`src/design/dollar_decimal_escape_codec_top_macros.svh`:
```
// ----------------------------------------------------------------------------
// dollar_decimal_escape_codec_top_macros
// Assertion helpers for the codec; checks sample on the rising edge of clk.
// ----------------------------------------------------------------------------
`ifndef DOLLAR_DECIMAL_ESCAPE_CODEC_TOP_MACROS_SVH
`define DOLLAR_DECIMAL_ESCAPE_CODEC_TOP_MACROS_SVH

// Check that is switched off while reset is held.
`define DDE_CHECK(lbl, prop, msg) \
  lbl: assert property (@(posedge clk) disable iff (!rst_n) prop) else $error(msg);

// Check that also holds during reset.
`define DDE_CHECK_ALWAYS(lbl, prop, msg) \
  lbl: assert property (@(posedge clk) prop) else $error(msg);

`endif

```
`src/design/dde_pkg.sv`:
```
// ----------------------------------------------------------------------------
// dde_pkg
// Types and constants shared by the dollar-decimal escape codec.
// ----------------------------------------------------------------------------
package dde_pkg;

  localparam int unsigned MAX_RES = 4;
  localparam int unsigned CNT_W   = $clog2(MAX_RES + 1);
  localparam int unsigned IDX_W   = $clog2(MAX_RES);

  localparam logic [7:0] DOLLAR      = 8'h24;
  localparam logic [7:0] ZERO_CHAR   = 8'h30;
  localparam logic [7:0] PLAIN_LIMIT = 8'h7F;
  localparam logic [7:0] DQUOTE      = 8'h22;
  localparam logic [7:0] SQUOTE      = 8'h27;
  localparam logic [7:0] BACKSLASH   = 8'h5C;
  localparam logic [7:0] SLASH       = 8'h2F;

  localparam logic MODE_ENCODE = 1'b0;
  localparam logic MODE_DECODE = 1'b1;

  typedef enum logic [1:0] {
    PH_IDLE   = 2'd0,
    PH_DOLLAR = 2'd1,
    PH_DIGIT1 = 2'd2,
    PH_DIGIT2 = 2'd3
  } phase_t;

  typedef struct packed {
    logic [7:0] in_byte;
    logic       in_last;
  } in_t;

  typedef struct packed {
    logic [7:0] out_byte;
    logic       out_valid;
    logic       out_last;
  } out_t;

  typedef struct packed {
    out_t [MAX_RES-1:0] ent;
    logic [CNT_W-1:0]   cnt;
  } res_t;

endpackage

```
`src/design/dde_xlate.sv`:
```
// ----------------------------------------------------------------------------
// dde_xlate
// Translates one request into its set of result entries and the next
// escape state, for either direction.
// ----------------------------------------------------------------------------
module dde_xlate import dde_pkg::*; (
  input  logic       mode_i,
  input  phase_t     phase_i,
  input  logic [7:0] partial_i,
  input  in_t        item_i,
  output res_t       res_o,
  output phase_t     phase_o,
  output logic [7:0] partial_o
);

  logic [7:0]       b;
  logic [7:0]       d;
  logic [1:0]       hund;
  logic [6:0]       rem;
  logic [14:0]      tens_prod;
  logic [3:0]       tens;
  logic [3:0]       ones;
  logic             plain;
  logic [IDX_W-1:0] last_idx;
  logic [CNT_W-1:0] cnt_dec;

  function automatic out_t mk(input logic [7:0] v);
    mk = '{out_byte: v, out_valid: 1'b1, out_last: 1'b0};
  endfunction

  // Split the byte into decimal digits
  always_comb begin
    b = item_i.in_byte;
    d = b - ZERO_CHAR;
    if (b >= 8'd200) begin
      hund = 2'd2;
      rem  = 7'(b - 8'd200);
    end else if (b >= 8'd100) begin
      hund = 2'd1;
      rem  = 7'(b - 8'd100);
    end else begin
      hund = 2'd0;
      rem  = b[6:0];
    end
    // floor(rem / 10) by reciprocal, exact for rem below 100
    tens_prod = 15'(rem) * 15'd205;
    tens      = tens_prod[14:11];
    ones      = 4'(rem - 7'(tens) * 7'd10);
    plain     = (b < PLAIN_LIMIT) && (b != DQUOTE) && (b != SQUOTE) &&
                (b != BACKSLASH) && (b != SLASH);
  end

  // Build the result set and next state
  always_comb begin
    res_o     = '0;
    phase_o   = phase_i;
    partial_o = partial_i;
    if (mode_i == MODE_ENCODE) begin
      phase_o   = PH_IDLE;
      partial_o = '0;
      if (b == DOLLAR) begin
        res_o.ent[0] = mk(DOLLAR);
        res_o.ent[1] = mk(DOLLAR);
        res_o.cnt    = CNT_W'(2);
      end else if (plain) begin
        res_o.ent[0] = mk(b);
        res_o.cnt    = CNT_W'(1);
      end else begin
        res_o.ent[0] = mk(DOLLAR);
        res_o.ent[1] = mk(ZERO_CHAR + {6'b0, hund});
        res_o.ent[2] = mk(ZERO_CHAR + {4'b0, tens});
        res_o.ent[3] = mk(ZERO_CHAR + {4'b0, ones});
        res_o.cnt    = CNT_W'(4);
      end
    end else begin
      unique case (phase_i)
        PH_IDLE: begin
          if (b == DOLLAR) begin
            phase_o = PH_DOLLAR;
          end else begin
            res_o.ent[0] = mk(b);
            res_o.cnt    = CNT_W'(1);
          end
        end
        PH_DOLLAR: begin
          if (b == DOLLAR) begin
            res_o.ent[0] = mk(DOLLAR);
            res_o.cnt    = CNT_W'(1);
            phase_o      = PH_IDLE;
          end else begin
            partial_o = 8'(d * 8'd100);
            phase_o   = PH_DIGIT1;
          end
        end
        PH_DIGIT1: begin
          partial_o = partial_i + 8'(d * 8'd10);
          phase_o   = PH_DIGIT2;
        end
        PH_DIGIT2: begin
          res_o.ent[0] = mk(partial_i + d);
          res_o.cnt    = CNT_W'(1);
          partial_o    = '0;
          phase_o      = PH_IDLE;
        end
        default: begin
          phase_o = PH_IDLE;
        end
      endcase
    end

    // Close the string: flag the final entry or add an empty marker
    cnt_dec  = res_o.cnt - CNT_W'(1);
    last_idx = cnt_dec[IDX_W-1:0];
    if (item_i.in_last) begin
      phase_o   = PH_IDLE;
      partial_o = '0;
      if (res_o.cnt == '0) begin
        res_o.ent[0] = '{out_byte: 8'h00, out_valid: 1'b0, out_last: 1'b1};
        res_o.cnt    = CNT_W'(1);
      end else begin
        res_o.ent[last_idx].out_last = 1'b1;
      end
    end
  end

endmodule

```
`src/design/dde_serial.sv`:
```
// ----------------------------------------------------------------------------
// dde_serial
// Result buffer: holds one request's entries, hands them out one per cycle
// while out_ready is high and takes the next set as the final entry leaves.
// ----------------------------------------------------------------------------
module dde_serial import dde_pkg::*; (
  input  logic clk,
  input  logic rst_n,
  input  logic load_i,
  input  res_t res_i,
  output logic free_o,
  output logic out_valid,
  input  logic out_ready,
  output out_t out_data
);

  out_t [MAX_RES-1:0] ent_r;
  logic [CNT_W-1:0]   cnt_r;
  logic [IDX_W-1:0]   idx_r;
  logic [CNT_W-1:0]   cnt_dec;
  logic               take;
  logic               final_take;

  assign cnt_dec    = cnt_r - CNT_W'(1);
  assign out_valid  = (cnt_r != '0);
  assign out_data   = ent_r[idx_r];
  assign take       = out_valid && out_ready;
  assign final_take = take && (idx_r == cnt_dec[IDX_W-1:0]);
  assign free_o     = !out_valid || final_take;

  // Advance through the held entries, reload on a new request
  always_ff @(posedge clk) begin
    if (!rst_n) begin
      cnt_r <= '0;
      idx_r <= '0;
    end else if (load_i) begin
      cnt_r <= res_i.cnt;
      idx_r <= '0;
    end else if (final_take) begin
      cnt_r <= '0;
      idx_r <= '0;
    end else if (take) begin
      idx_r <= idx_r + IDX_W'(1);
    end
  end

  // Hold the entry payload
  always_ff @(posedge clk) begin
    if (load_i) begin
      ent_r <= res_i.ent;
    end
  end

endmodule

```
`src/design/dollar_decimal_escape_codec_top.sv`:
```
// ----------------------------------------------------------------------------
// dollar_decimal_escape_codec_top
// Dollar-decimal escape codec: encodes bytes into $-escapes or decodes them.
// ----------------------------------------------------------------------------
// A request is translated in the cycle it is accepted and its results go into
// a buffer of four entries that drains one result per cycle while out_ready is
// high. In encode mode a plain byte yields one result, '$' two and a decimal
// escape four; the next request is taken in the same cycle as the final result
// leaves. Decode requests inside an escape give no result and leave the buffer
// free. The mode register is written through the cfg port and is always ready.
module dollar_decimal_escape_codec_top import dde_pkg::*; (
  input  logic clk,
  input  logic rst_n,
  input  logic cfg_valid,
  output logic cfg_ready,
  input  logic cfg_data,
  input  logic in_valid,
  output logic in_ready,
  input  in_t  in_data,
  output logic out_valid,
  input  logic out_ready,
  output out_t out_data
);

  `include "dollar_decimal_escape_codec_top_macros.svh"

  logic       mode_r;
  phase_t     phase_r;
  phase_t     phase_nxt;
  logic [7:0] partial_r;
  logic [7:0] partial_nxt;
  res_t       res;
  logic       accept;

  assign cfg_ready = 1'b1;
  assign accept    = in_valid && in_ready;

  // Hold the mode register
  always_ff @(posedge clk) begin
    if (!rst_n) begin
      mode_r <= MODE_ENCODE;
    end else if (cfg_valid && cfg_ready) begin
      mode_r <= cfg_data;
    end
  end

  // Advance the escape state on each accepted request
  always_ff @(posedge clk) begin
    if (!rst_n) begin
      phase_r   <= PH_IDLE;
      partial_r <= '0;
    end else if (accept) begin
      phase_r   <= phase_nxt;
      partial_r <= partial_nxt;
    end
  end

  dde_xlate u_xlate (
    .mode_i    (mode_r),
    .phase_i   (phase_r),
    .partial_i (partial_r),
    .item_i    (in_data),
    .res_o     (res),
    .phase_o   (phase_nxt),
    .partial_o (partial_nxt)
  );

  dde_serial u_serial (
    .clk       (clk),
    .rst_n     (rst_n),
    .load_i    (accept),
    .res_i     (res),
    .free_o    (in_ready),
    .out_valid (out_valid),
    .out_ready (out_ready),
    .out_data  (out_data)
  );

  // Checks
  `DDE_CHECK(a_enc_idle, (accept && mode_r == MODE_ENCODE) |=> (phase_r == PH_IDLE && partial_r == 8'h00), "encode request left escape state set")
  `DDE_CHECK(a_last_clear, (accept && in_data.in_last) |=> (phase_r == PH_IDLE && partial_r == 8'h00), "end of string did not clear escape state")
  `DDE_CHECK(a_empty_last, (out_valid && !out_data.out_valid) |-> out_data.out_last, "empty result without end marker")
  `DDE_CHECK_ALWAYS(a_stall_block, (rst_n && out_valid && !out_ready) |-> !in_ready, "request taken while results stalled")

endmodule

```
`config.mk`:
```
export PLATFORM = sky130hd
export DESIGN_NAME = dollar_decimal_escape_codec_top
export DESIGN_NICKNAME = d
export VERILOG_FILES = /design/src/design/dde_pkg.sv /design/src/design/dde_xlate.sv /design/src/design/dde_serial.sv /design/src/design/dollar_decimal_escape_codec_top.sv
export VERILOG_INCLUDE_DIRS = /design/src /design/src/design
export SDC_FILE = /design/constraint.sdc
export NUM_CORES = 1
export LEC_CHECK = 0
export ABC_AREA = 1
export BUFFER_PORTS_ARGS = -buffer_cell sky130_fd_sc_hd__buf_2
export CORE_MARGIN = 4
export CORE_UTILIZATION = 30
export CTS_BUF_LIST = sky130_fd_sc_hd__clkbuf_2 sky130_fd_sc_hd__clkbuf_4 sky130_fd_sc_hd__clkbuf_8
export CTS_CLUSTER_DIAMETER = 80
export DETAILED_ROUTE_END_ITERATION = 7
export GPL_TIMING_DRIVEN = 1
export PLACE_DENSITY = 0.53
export SLEW_MARGIN = 20
export SYNTH_ARGS = -nofsm -noshare
export SYNTH_HDL_FRONTEND = slang
export SYNTH_SLANG_ARGS = --single-unit
```
`constraint.sdc`:
```
create_clock -name clk -period 6.1 [get_ports clk]
set_input_delay 0.61 -clock clk [delete_from_list [all_inputs] [get_ports clk]]
set_output_delay 0.61 -clock clk [all_outputs]
set_load 0.01 [all_outputs]
```
==> flow_summary.json <==
{
  "flow.area_growth_from_synthesis_pct": 13.4,
  "initial_core_util_pct": 30.8,
  "place_congestion": 0.885,
  "hold_viol": 0,
  "chipHeight_um": 128,
  "cts.clk_slew.worst_paths_ps": 80,
  "total_power_mw": 1.38,
  "core_um2": 13900,
  "power_leakage_nw": 2.32,
  "ys_seq_area_share_pct": 25.2,
  "dp.cells": 743,
  "cts_max_path_buffers": 2,
  "layout-drive-gt1-share_pct": 14.2,
  "io_pins": 28,
  "die_width_um": 128,
  "cts_root_buf": "clkbuf_8",
  "path_max_fanout": 8,
  "hold_buffers": 0,
  "synth-warning-count": 0,
  "rrSetupSlack_ps": 3340,
  "cts_tree": "done",
  "path_class": "in -> reg",
  "antenna-diode-count": 0,
  "finalCriticalPeriod_ps": 5620,
  "num_vias": 3538,
  "clock-sinks": 41,
  "final_cell_mix": "nand2_1 (92), ha_1 (77), inv_1 (73)",
  "finalWirelength_um": 10100,
  "firstDrtPassIters": 4,
  "dieArea_um2": 16300,
  "crit_required_ps": 6160,
  "endpoint_kind": "register",
  "worstHoldEndpoint": "u_serial.cnt_r[1]",
  "dp.final_hpwl_um": 8420,
  "synthesis.nets": 639,
  "htree_levels": 2,
  "syn_area_um2": 4290,
  "slowest_stage": "fa_1",
  "status": "completed",
  "detail_route.wl_per_cell_um": 13.3,
  "synth_edf_count": 26,
  "grtUsageTotal_pct": 12.8,
  "tightest_slew_ps": 936,
  "cts_buffers": 5,
  "cp_common_cell": "inv_1",
  "finalInstanceArea_um2": 4870,
  "timing.fmax_mhz": 178,
  "antenna_found_initial": 0,
  "max_slew_margin_pct": 37.2,
  "multi_input_comb_area_um2": 2880,
  "r2r_end": "phase_r[1]",
  "skew_ps": 6.72,
  "r2r-start": "u_serial.cnt_r[0]",
  "ys_ff_latch": 41,
  "drc_errors": 0,
  "drv_slew": 0,
  "nFillCells": 1457,
  "row_count": 43,
  "async_reset_ff_share_pct": 0,
  "hold_start": "u_serial.cnt_r[1]",
  "setup_viol": 0,
  "vdd_drop_max_uv": 96.6,
  "worstHoldPathType": "reg -> reg",
  "rsz0062_at_grt": "no",
  "fin_crit_sh_pct": 92.1,
  "grt_pass1_wl_um": 17300,
  "placed_cell_area_um2": 4680,
  "grt_pass1_vias": 3507,
  "final_net_count": 681,
  "io_buffers": 26,
  "crit_arrival_ps": 5670,
  "hold_depth": 2,
  "layout_commonest_cell": "nand2_1",
  "utilization_pct": 35.0,
  "cp-start-kind": "input pin",
  "r2r_cells": 14,
  "avgViaCountPerCell": 4.67,
  "syn-mean-instance-area_um2": 8.03,
  "p_per_area_nw_per_um2": 282,
  "netlist_instances": 535,
  "instances_no_fill": 758,
  "setup-tns-final_ps": 0,
  "grt_overflow": 0,
  "critPathMaxStageDelay_ps": 490,
  "maxCapViolCount": 0,
  "worstSkewPairLatency_ps": 290,
  "seq_area_um2": 1080,
  "drtAntennaViolNets": 0,
  "grt_max_degree": 30,
  "dr.first_iter.drc_count": 157,
  "synth_top_flop_cell": "edfxtp_1",
  "synth_cell_types": 46
}
## kinds of logic after synthesis
logic type	after synthesis	share of synthesized area (%)
DFF	41	25.2
adders and majority gates	89	28.0
muxes	1	0.262
AOI/OAI and AO/OA	103	13.7
xor gates and xnor gates	20	4.08
buffers and inverters	84	7.66
other	2	0.175
and+or+nand+nor	195	20.9
## cells in the mapped netlist, types with 2 or more instances
library cell	number	area share, %
or2_2	2	0.29
fa_1	12	5.6
edfxtp_1	26	18
ha_1	77	22
nand2_1	92	8.0
conb_1	2	0.17
dfxtp_1	15	7.0
nor2_2	2	0.29
o21ai_0	37	4.3
nand2_2	9	1.3
o21bai_1	2	0.35
a31oi_1	4	0.58
nand3_1	21	2.4
nor2_4	4	1.0
o32ai_1	2	0.41
buf_2	2	0.23
a22oi_1	4	0.70
clkbuf_1	3	0.26
nor2_1	48	4.2
nand3_2	6	1.4
xor2_1	8	1.6
o21ai_1	4	0.47
o21a_1	2	0.35
inv_1	75	6.6
a21oi_1	36	4.2
o22ai_1	4	0.58
nand2_4	2	0.52
or2_1	2	0.29
xnor2_1	12	2.4
nor3_1	3	0.35
and3_1	2	0.29
## how the worst max path moves through the flow
| stage | from | endpoint | slack, ps | cells after the start |
|---|---|---|---|---|
| after CTS | in_data[5] | u_serial.ent_r[35] | 400 | 30 |
| after detailed placement | in_data[5] | u_serial.ent_r[35] | 90 | 30 |
| after floorplan | in_data[1] | u_serial.ent_r[35] | 690 | 30 |
| after global routing | in_data[5] | u_serial.ent_r[35] | 40 | 30 |
| after global placement | in_data[5] | u_serial.ent_r[35] | 230 | 30 |
| final | in_data[5] | u_serial.ent_r[35] | 480 | 30 |
## stage by stage
step	hold slack (ps)	worst slack (ps)
after floorplan	450	688
after global placement	466	232
after detailed placement	467	91.3
after CTS	482	404
after global routing	516	40.8
final	482	481
## sequential cells by signal, summed over array words and instances, names as in the netlist
| name | flops |
|---|---|
| phase_r | 2 |
| partial_r | 7 |
| mode_r | 1 |
| u_serial.ent_r | 26 |
| u_serial.cnt_r | 3 |
| u_serial.idx_r | 2 |
## final cells by class
class / count / share of cell area, %
clock inverters: 3 / 1.41
well taps: 180 / 4.62
clock buffers: 5 / 1.41
repair buffers: 42 / 5.14
flip-flops and latches: 41 / 22.2
multi-input cells: 410 / 59.2
inverters: 77 / 6.01
## per-layer routing
| layer | wire (um) | global-route usage, % | vias to the layer above |
|---|---|---|---|
| met1 | 5300 | 19.1 | 1623 |
| li1 | - | - | 1869 |
| met4 | 59 | 2.00 | 0 |
| met2 | 4410 | 19.9 | 41 |
| met5 | 0 | 0 | - |
| met3 | 323 | 2.01 | 5 |
## worst max-delay path, delay by kind of cell
kind	cells	cell delay, ps
AOI/OAI and AO/OA	5	740
xor gates and xnor gates	1	260
adders and majority gates	8	2570
and+or+nand+nor	8	760
buffers and inverters	8	740
## power breakdown
group	switching, mW	internal (mW)	total, mW
sequential	0.0118	0.340	0.352
combinational	0.466	0.291	0.757
clock	0.102	0.165	0.267
## what timing repair did
item	4_1_cts	5_1_grt
gates resized for setup	0	1
setup endpoints to repair	0	1
buffers inserted	0	7
No activity file was read; power rests on OpenSTA's default activity.
